<file path="src/design/lmts_pkg.sv">
// ----------------------------------------------------------------------------
// lmts_pkg: shared types and constants for the lcd mode timing sequencer
// word layouts, mode codes and the per-mode cycle budgets
// ----------------------------------------------------------------------------
`default_nettype none

package lmts_pkg;

    localparam int CLOCK_W = 11;

    // mode codes
    localparam logic [1:0] MODE_HBLANK = 2'd0;
    localparam logic [1:0] MODE_VBLANK = 2'd1;
    localparam logic [1:0] MODE_OAM    = 2'd2;
    localparam logic [1:0] MODE_DRAW   = 2'd3;

    // cycle budget of each mode
    localparam logic [CLOCK_W-1:0] OAM_CYCLES         = 11'd80;
    localparam logic [CLOCK_W-1:0] DRAW_CYCLES        = 11'd172;
    localparam logic [CLOCK_W-1:0] HBLANK_CYCLES      = 11'd204;
    localparam logic [CLOCK_W-1:0] VBLANK_LINE_CYCLES = 11'd456;
    localparam logic [CLOCK_W-1:0] CLOCK_MAX          = 11'h7FF;

    localparam logic [7:0] VISIBLE_LINES = 8'd144;
    localparam logic [7:0] LAST_LINE     = 8'd153;
    localparam logic [7:0] WIN_X_LIMIT   = 8'd167;

    typedef struct packed {
        logic [7:0] cycles;
        logic       lcd_on;
        logic       bg_win_on;
        logic       window_on;
        logic [7:0] window_y;
        logic [7:0] window_x;
        logic       hblank_irq_en;
        logic       vblank_irq_en;
        logic       oam_irq_en;
    } lmts_word_t;

    typedef struct packed {
        logic [CLOCK_W-1:0] dot_count;
        logic [1:0]         cur_mode;
        logic [7:0]         line_count;
        logic [7:0]         win_line_count;
        logic               win_active;
        logic               lcd_was_on;
    } lmts_state_t;

    typedef struct packed {
        logic [1:0] mode;
        logic [7:0] line;
        logic [7:0] window_line;
        logic       render_line;
        logic       vblank_irq;
        logic       stat_irq;
        logic       lyc_check;
        logic       frame_ready;
        logic       screen_clear;
    } lmts_result_t;

endpackage

`default_nettype wire

</file>
<file path="src/design/lmts_step.sv">
// ----------------------------------------------------------------------------
// lmts_step: next-state and event logic for one step word
// adds the elapsed cycles and makes at most one mode move
// ----------------------------------------------------------------------------
`default_nettype none

module lmts_step (
    input  wire lmts_pkg::lmts_word_t   word,
    input  wire lmts_pkg::lmts_state_t  cur,
    output lmts_pkg::lmts_state_t       nxt,
    output lmts_pkg::lmts_result_t      res
);
    import lmts_pkg::*;

    logic [CLOCK_W:0]   clk_sum;
    logic [CLOCK_W-1:0] clk_sat;
    logic [1:0]         mode_in;
    logic [7:0]         line_inc;

    assign clk_sum  = {1'b0, cur.dot_count} + {{(CLOCK_W-7){1'b0}}, word.cycles};
    assign clk_sat  = clk_sum[CLOCK_W] ? CLOCK_MAX : clk_sum[CLOCK_W-1:0];
    assign mode_in  = cur.lcd_was_on ? cur.cur_mode : MODE_OAM;
    assign line_inc = cur.line_count + 8'd1;

    always_comb
    begin
        nxt              = cur;
        res.render_line  = 1'b0;
        res.vblank_irq   = 1'b0;
        res.stat_irq     = 1'b0;
        res.lyc_check    = 1'b0;
        res.frame_ready  = 1'b0;
        res.screen_clear = 1'b0;

        if (!word.lcd_on)
        begin
            if (cur.lcd_was_on)
            begin
                nxt.dot_count      = '0;
                nxt.cur_mode       = MODE_HBLANK;
                nxt.line_count     = '0;
                nxt.win_line_count = '0;
                nxt.win_active     = 1'b0;
                res.screen_clear   = 1'b1;
            end
            nxt.lcd_was_on = 1'b0;
        end
        else
        begin
            res.lyc_check  = !cur.lcd_was_on;
            nxt.lcd_was_on = 1'b1;
            nxt.cur_mode   = mode_in;
            nxt.dot_count  = clk_sat;
            unique case (mode_in)
                MODE_OAM:
                begin
                    if (clk_sat >= OAM_CYCLES)
                    begin
                        if (cur.line_count == word.window_y)
                            nxt.win_active = 1'b1;
                        nxt.cur_mode  = MODE_DRAW;
                        nxt.dot_count = clk_sat - OAM_CYCLES;
                    end
                end
                MODE_DRAW:
                begin
                    if (clk_sat >= DRAW_CYCLES)
                    begin
                        nxt.cur_mode    = MODE_HBLANK;
                        res.render_line = 1'b1;
                        if (word.bg_win_on && word.window_on && cur.win_active
                            && (word.window_x < WIN_X_LIMIT))
                            nxt.win_line_count = cur.win_line_count + 8'd1;
                        nxt.dot_count   = clk_sat - DRAW_CYCLES;
                        res.stat_irq    = word.hblank_irq_en;
                    end
                end
                MODE_HBLANK:
                begin
                    if (clk_sat >= HBLANK_CYCLES)
                    begin
                        nxt.line_count = line_inc;
                        if (line_inc == VISIBLE_LINES)
                        begin
                            res.frame_ready = 1'b1;
                            res.vblank_irq  = 1'b1;
                            nxt.cur_mode    = MODE_VBLANK;
                            res.stat_irq    = word.vblank_irq_en;
                        end
                        else
                        begin
                            nxt.cur_mode = MODE_OAM;
                            res.stat_irq = word.oam_irq_en;
                        end
                        nxt.dot_count = clk_sat - HBLANK_CYCLES;
                    end
                end
                MODE_VBLANK:
                begin
                    if (clk_sat >= VBLANK_LINE_CYCLES)
                    begin
                        nxt.line_count = line_inc;
                        if (line_inc > LAST_LINE)
                        begin
                            // end of frame, restart in oam scan
                            nxt.line_count     = '0;
                            nxt.win_line_count = '0;
                            nxt.win_active     = 1'b0;
                            nxt.cur_mode       = MODE_OAM;
                        end
                        nxt.dot_count = clk_sat - VBLANK_LINE_CYCLES;
                    end
                end
            endcase
        end

        res.mode        = nxt.cur_mode;
        res.line        = nxt.line_count;
        res.window_line = nxt.win_line_count;
    end

endmodule

`default_nettype wire

</file>
<file path="src/design/lcd_mode_timing_sequencer_unit.sv">
// ----------------------------------------------------------------------------
// lcd_mode_timing_sequencer_unit: lcd mode and scanline timing sequencer
// tracks oam scan / draw / hblank / vblank from elapsed cycle reports
// ----------------------------------------------------------------------------
// usage:
//   input channel (in_valid / in_stall) carries one step word: elapsed
//   machine cycles plus the live lcd control, stat enable and window bits.
//   output channel (out_valid / out_stall) returns one result word per step:
//   mode, line, window line and the event pulses for that step.
//   a word accepted into the input register passes through the step logic
//   into the result register, where it waits until the receiver takes it.
//   throughput: one word per clock while out_stall is low; the state update
//   is a single compare, add and subtract on the 11-bit mode clock, done combinationally.
//   reset: mode clock, mode (hblank), line, window line, window activity and
//   the lcd-on history all clear; both valid flags drop.
//   receiver stall: the result register holds; the input register still
//   takes one more word, then in_stall rises until the result is taken.
// ----------------------------------------------------------------------------
`default_nettype none

module lcd_mode_timing_sequencer_unit (
    input  wire        clk,
    input  wire        rst_n,
    // step word in
    input  wire        in_valid,
    output logic       in_stall,
    input  wire [7:0]  cycles,
    input  wire        lcd_on,
    input  wire        bg_win_on,
    input  wire        window_on,
    input  wire [7:0]  window_y,
    input  wire [7:0]  window_x,
    input  wire        hblank_irq_en,
    input  wire        vblank_irq_en,
    input  wire        oam_irq_en,
    // result word out
    output logic       out_valid,
    input  wire        out_stall,
    output logic [1:0] mode,
    output logic [7:0] line,
    output logic [7:0] window_line,
    output logic       render_line,
    output logic       vblank_irq,
    output logic       stat_irq,
    output logic       lyc_check,
    output logic       frame_ready,
    output logic       screen_clear
);
    import lmts_pkg::*;

    // input register
    lmts_word_t   word_reg;
    logic         in_valid_reg;

    // sequencer state
    lmts_state_t  state_reg;
    lmts_state_t  state_next;

    // result register
    lmts_result_t res_reg;
    lmts_result_t res_next;
    logic         out_valid_reg;

    logic         advance;
    logic         in_take;

    // a step retires when the result register is free or being drained
    assign advance  = in_valid_reg && (!out_valid_reg || !out_stall);
    assign in_stall = in_valid_reg && !advance;
    assign in_take  = in_valid && !in_stall;

    always_ff @(posedge clk or negedge rst_n)
    begin
        if (!rst_n)
            in_valid_reg <= 1'b0;
        else if (in_take)
            in_valid_reg <= 1'b1;
        else if (advance)
            in_valid_reg <= 1'b0;
    end

    always_ff @(posedge clk)
    begin
        if (in_take)
        begin
            word_reg.cycles        <= cycles;
            word_reg.lcd_on        <= lcd_on;
            word_reg.bg_win_on     <= bg_win_on;
            word_reg.window_on     <= window_on;
            word_reg.window_y      <= window_y;
            word_reg.window_x      <= window_x;
            word_reg.hblank_irq_en <= hblank_irq_en;
            word_reg.vblank_irq_en <= vblank_irq_en;
            word_reg.oam_irq_en    <= oam_irq_en;
        end
    end

    lmts_step u_step (
        .word (word_reg),
        .cur  (state_reg),
        .nxt  (state_next),
        .res  (res_next)
    );

    // state only moves when the step is committed to the result register
    always_ff @(posedge clk or negedge rst_n)
    begin
        if (!rst_n)
        begin
            state_reg.dot_count      <= '0;
            state_reg.cur_mode       <= MODE_HBLANK;
            state_reg.line_count     <= '0;
            state_reg.win_line_count <= '0;
            state_reg.win_active     <= 1'b0;
            state_reg.lcd_was_on     <= 1'b0;
        end
        else if (advance)
        begin
            state_reg <= state_next;
        end
    end

    always_ff @(posedge clk or negedge rst_n)
    begin
        if (!rst_n)
            out_valid_reg <= 1'b0;
        else if (advance)
            out_valid_reg <= 1'b1;
        else if (!out_stall)
            out_valid_reg <= 1'b0;
    end

    always_ff @(posedge clk)
    begin
        if (advance)
            res_reg <= res_next;
    end

    assign out_valid    = out_valid_reg;
    assign mode         = res_reg.mode;
    assign line         = res_reg.line;
    assign window_line  = res_reg.window_line;
    assign render_line  = res_reg.render_line;
    assign vblank_irq   = res_reg.vblank_irq;
    assign stat_irq     = res_reg.stat_irq;
    assign lyc_check    = res_reg.lyc_check;
    assign frame_ready  = res_reg.frame_ready;
    assign screen_clear = res_reg.screen_clear;

    // ------------------------------------------------------------------------
    // assertions
    // ------------------------------------------------------------------------

    // a finished draw always lands in hblank
    assert property (@(posedge clk) disable iff (!rst_n)
        out_valid_reg && res_reg.render_line |-> res_reg.mode == MODE_HBLANK)
    else $error("render_line without hblank");

    // frame completion coincides with vblank entry on the first vblank line
    assert property (@(posedge clk) disable iff (!rst_n)
        out_valid_reg && res_reg.frame_ready |->
            res_reg.vblank_irq && res_reg.mode == MODE_VBLANK
            && res_reg.line == VISIBLE_LINES)
    else $error("frame_ready without vblank entry");

    // switching off and switching on cannot happen in one step
    assert property (@(posedge clk) disable iff (!rst_n)
        out_valid_reg |-> !(res_reg.screen_clear && res_reg.lyc_check))
    else $error("screen_clear and lyc_check together");

    // while the lcd is off the sequencer stays fully cleared
    assert property (@(posedge clk) disable iff (!rst_n)
        !state_reg.lcd_was_on |->
            state_reg.cur_mode == MODE_HBLANK && state_reg.line_count == 8'd0
            && state_reg.dot_count == '0 && !state_reg.win_active)
    else $error("state not cleared while lcd off");

    // state advances only when a step retires
    assert property (@(posedge clk) disable iff (!rst_n)
        !advance |=> $stable(state_reg))
    else $error("state changed without a step");

endmodule

`default_nettype wire
</file>
<file path="config.mk">
export PLATFORM = sky130hd
export DESIGN_NAME = lcd_mode_timing_sequencer_unit
export DESIGN_NICKNAME = d
export VERILOG_FILES = /design/src/design/lmts_pkg.sv /design/src/design/lmts_step.sv /design/src/design/lcd_mode_timing_sequencer_unit.sv
export SDC_FILE = /design/constraint.sdc
export NUM_CORES = 1
export LEC_CHECK = 0
export ABC_AREA = 0
export BUFFER_PORTS_ARGS = -buffer_cell sky130_fd_sc_hd__buf_2
export CORE_MARGIN = 1.5
export CORE_UTILIZATION = 29
export DETAILED_ROUTE_END_ITERATION = 16
export PLACE_DENSITY = 0.47
export SETUP_SLACK_MARGIN = 0.5
export SKIP_LAST_GASP = 1
export SLEW_MARGIN = 15
export SYNTH_ARGS = -nofsm -noshare
export SYNTH_HDL_FRONTEND = slang
export SYNTH_SLANG_ARGS = --single-unit
</file>
<file path="constraint.sdc">
create_clock -name clk -period 12.4 [get_ports clk]
set_input_delay 1.24 -clock clk [delete_from_list [all_inputs] [get_ports clk]]
set_output_delay 1.24 -clock clk [all_outputs]
set_load 0.05 [all_outputs]
</file>
==> results.py <==
metrics = {
    "cts": {
        "clk_pin_slew_ps": 60,
        "htreeDepth": 3,
        "clk_latency_ps": 350,
        "post_cts_resized": 0,
        "postCtsHoldBufs": 0,
        "cts_tree": "done",
        "cts_buffers": 9,
        "cts.sink_count": 86,
        "post_cts_buffers": 0,
        "ctsLongestPathBuffers": 2,
        "root_buffer": "clkbuf_16",
    },
    "final_layout": {
        "largest_register_ff_count": 31,
        "area_growth_pct": 13.2,
        "fin_nets": 738,
        "drive_gt1_share_pct": 14.8,
        "n_antenna_cell": 0,
        "final_util_pct": 33.3,
    },
    "synthesis": {
        "yosysWarnings": 0,
        "synth_top_area_cell": "edfxtp_1",
        "synth.area.top_cells": "edfxtp_1 27%, dfrtp_1 14%, ha_1 5.5%, nand2_1 4.5%, o21ai_0 3.7%",
        "ys_seq_elements": 86,
        "ys.flop_type": "edfxtp_1",
        "synth_edf_count": 53,
        "syn-instance-count": 640,
        "syn_area_per_cell_um2": 9.28,
        "seq_area_frac_synth_pct": 40.7,
        "syn_nets": 701,
        "syn_area_mm2": 0.00594,
        "async_reset_ff_share_pct": 38.4,
        "yosysTopAreaCellShare_pct": 26.8,
        "yosysUniqueCellTypes": 76,
    },
    "detailed_routing": {
        "num_vias": 5190,
        "finalWirelength_um": 17700,
        "vias_per_cell": 5.45,
        "antenna_left": 0,
        "avgRoutedWirePerCell_um": 18.6,
        "drt-initial-drc-count": 448,
        "drc": 0,
        "dr.pass1.iters": 5,
    },
    "grt": {
        "grt_pass1_vias": 4936,
        "antenna_found_initial": 0,
        "grt_start_max_net_pins": 34,
        "grt_pass1_wl_um": 28200,
        "grtUsageTotal_pct": 16.9,
        "globalRoute.totalOverflow": 0,
    },
    "pwr": {
        "seq_power_share_pct": 25.0,
        "leakage_nw": 2.67,
        "power_frac_clock_pct": 17.6,
        "combPwrFrac_pct": 57.4,
        "p_int_w": 0.000778,
        "ir_drop_uv": 93.1,
        "p_sw_w": 0.000732,
        "power_density_mw_per_mm2": 225,
        "p_sw_share_pct": 48.4,
    },
    "sta": {
        "final-hold-violation-count": 0,
        "fin_skew_ps": 10.4,
        "worstMarginPinSlew_ps": 973,
        "fmax_mhz": 204,
        "drv_slew": 0,
        "fin_crit_sh_pct": 39.6,
        "maxSlewHeadroom_pct": 35.1,
        "grt_setup_unrepaired": "false",
        "setup_viol": 0,
        "period_needed_ps": 4910,
        "tns_ps": 0,
    },
    "placement": {
        "hpwl_um": 12600,
        "io_buffers": 59,
        "place_congestion": 0.893,
    },
    "outcome": {
        "status": "finished, final reports clean",
    },
    "floorplanning": {
        "io_pins": 60,
        "initial_core_util_pct": 29.4,
        "dieArea_mm2": 0.0213,
        "coreArea_mm2": 0.0202,
        "die_y_um": 146,
        "die_w_um": 146,
        "num_rows": 52,
    },
    "setup_path": {
        "cp_data_arrival_time_ps": 4990,
        "worstSetupPathType": "flop to flop",
        "required_ps": 12480,
        "cp-end-kind": "flop",
        "worstSetupStartpointType": "flop",
        "critPathMaxFanout": 9,
    },
    "flow_run": {
        "maxCapViolCount": 0,
    },
    "hold_path": {
        "hold_class": "flop to flop",
    },
}
-- placed cells by master (no fill, tap or decap), drive strengths merged, types with 3 or more instances in the layout --
cell / n
a211oi: 6
a21o: 5
a21oi: 32
a221oi: 9
a22o: 8
a31o: 3
a31oi: 17
a32o: 9
and2: 8
and3: 7
buf: 65
clkbuf: 14
dfrtp: 33
edfxtp: 53
ha: 26
inv: 25
mux2i: 10
nand2: 73
nand2b: 9
nand3: 29
nand4: 10
nor2: 49
nor2b: 4
nor3: 10
nor4: 4
o2111ai: 4
o211a: 3
o211ai: 11
o21ai: 47
o221ai: 4
o22ai: 4
o2bb2ai: 5
o311ai: 3
o31ai: 5
or2: 3
or3: 4
xnor2: 21
xor2: 18
-- through the flow --
step	worst slack, ps	power (W)	instance area [um2]	std cells	hold slack (ps)
6_report	7490	0.00151	6720	952	477
5_1_grt	7060	0.00162	6720	952	524
4_1_cts	7510	0.00150	6720	952	481
3_5_place_dp	7530	0.00123	6440	936	469
3_3_place_gp	7720	0.00123	6440	936	455
2_1_floorplan	8190	0.00103	5940	640	445
-- cell type report --
cell class	instances	area, um2
fillers	2161	13400
multi-input cells	490	3250
flip-flops and latches	86	2420
repair buffers	65	340
well taps	270	338
clock buffers	14	264
inverters	25	93.8
clock inverters	2	16.3
-- worst max-delay path, stage by stage (launching register included) --
cell	delay, ps
dfrtp_1	410
ha_1	320
a211oi_1	460
nor3_2	140
o211ai_1	470
nand2_1	310
ha_1	260
a221oi_1	270
o311ai_1	270
o311ai_1	360
nor2b_1	630
nor2_1	130
xor2_1	170
a311oi_1	320
o21ai_0	110
-- power groups by stage --
stage	clock (W)	combinational (W)	sequential (W)
floorplan	0	0.000641	0.000391
global route	0.000286	0.000950	0.000383
finish	0.000266	0.000866	0.000378
CTS	0.000273	0.000854	0.000377
global placement	0	0.000852	0.000381
detailed placement	0	0.000850	0.000383
-- synthesized netlist by cell type, drive strengths merged, types with 4 or more instances --
| cell | count |
|---|---|
| a211oi | 6 |
| a21o | 5 |
| a21oi | 32 |
| a221oi | 9 |
| a22o | 8 |
| a31oi | 17 |
| a32o | 9 |
| and2 | 8 |
| and3 | 7 |
| buf | 15 |
| clkbuf | 24 |
| dfrtp | 33 |
| edfxtp | 53 |
| ha | 26 |
| inv | 24 |
| mux2i | 10 |
| nand2 | 73 |
| nand2b | 9 |
| nand3 | 29 |
| nand4 | 10 |
| nor2 | 49 |
| nor2b | 4 |
| nor3 | 10 |
| nor4 | 4 |
| o2111ai | 4 |
| o211ai | 11 |
| o21ai | 47 |
| o221ai | 4 |
| o22ai | 4 |
| o2bb2ai | 5 |
| o31ai | 5 |
| or3 | 4 |
| xnor2 | 21 |
| xor2 | 18 |
-- path summary, 6_finish.rpt --
kind                                from             to  slack [ps]  cells after the start
max                        state_reg[21]        line[3]        7490                     14
min                        state_reg[20]  state_reg[20]         480                      2
max reg2reg                state_reg[21]        line[3]        7490                     14
min reg2reg                state_reg[20]  state_reg[20]         480                      2
max in group asynchronous          rst_n  state_reg[22]       10740                      1
min in group asynchronous          rst_n   state_reg[9]        1050                      1
-- layer usage --
layer	part of all wire (%)	GRT usage (%)	vias up	wire length (um)
li1	-	-	2470	-
met2	46	27.0	178	8220
met4	1.8	5.35	0	316
met3	5.1	2.78	23	898
met1	47	23.2	2519	8290
met5	0	0	-	0
-- cells by family after synthesis --
| kind of cell | count (synthesis) | share of synthesized area, % |
|---|---|---|
| buffers and inverters | 64 | 4.66 |
| XOR/XNOR | 39 | 5.88 |
| multiplexers | 11 | 1.88 |
| AO/OA/AOI/OAI | 194 | 23.1 |
| adder cells (fa/ha/maj) | 27 | 5.82 |
| flip-flops | 86 | 40.7 |
| AND/OR/NAND/NOR | 219 | 18.0 |
Power figures use the tool's default switching activity.
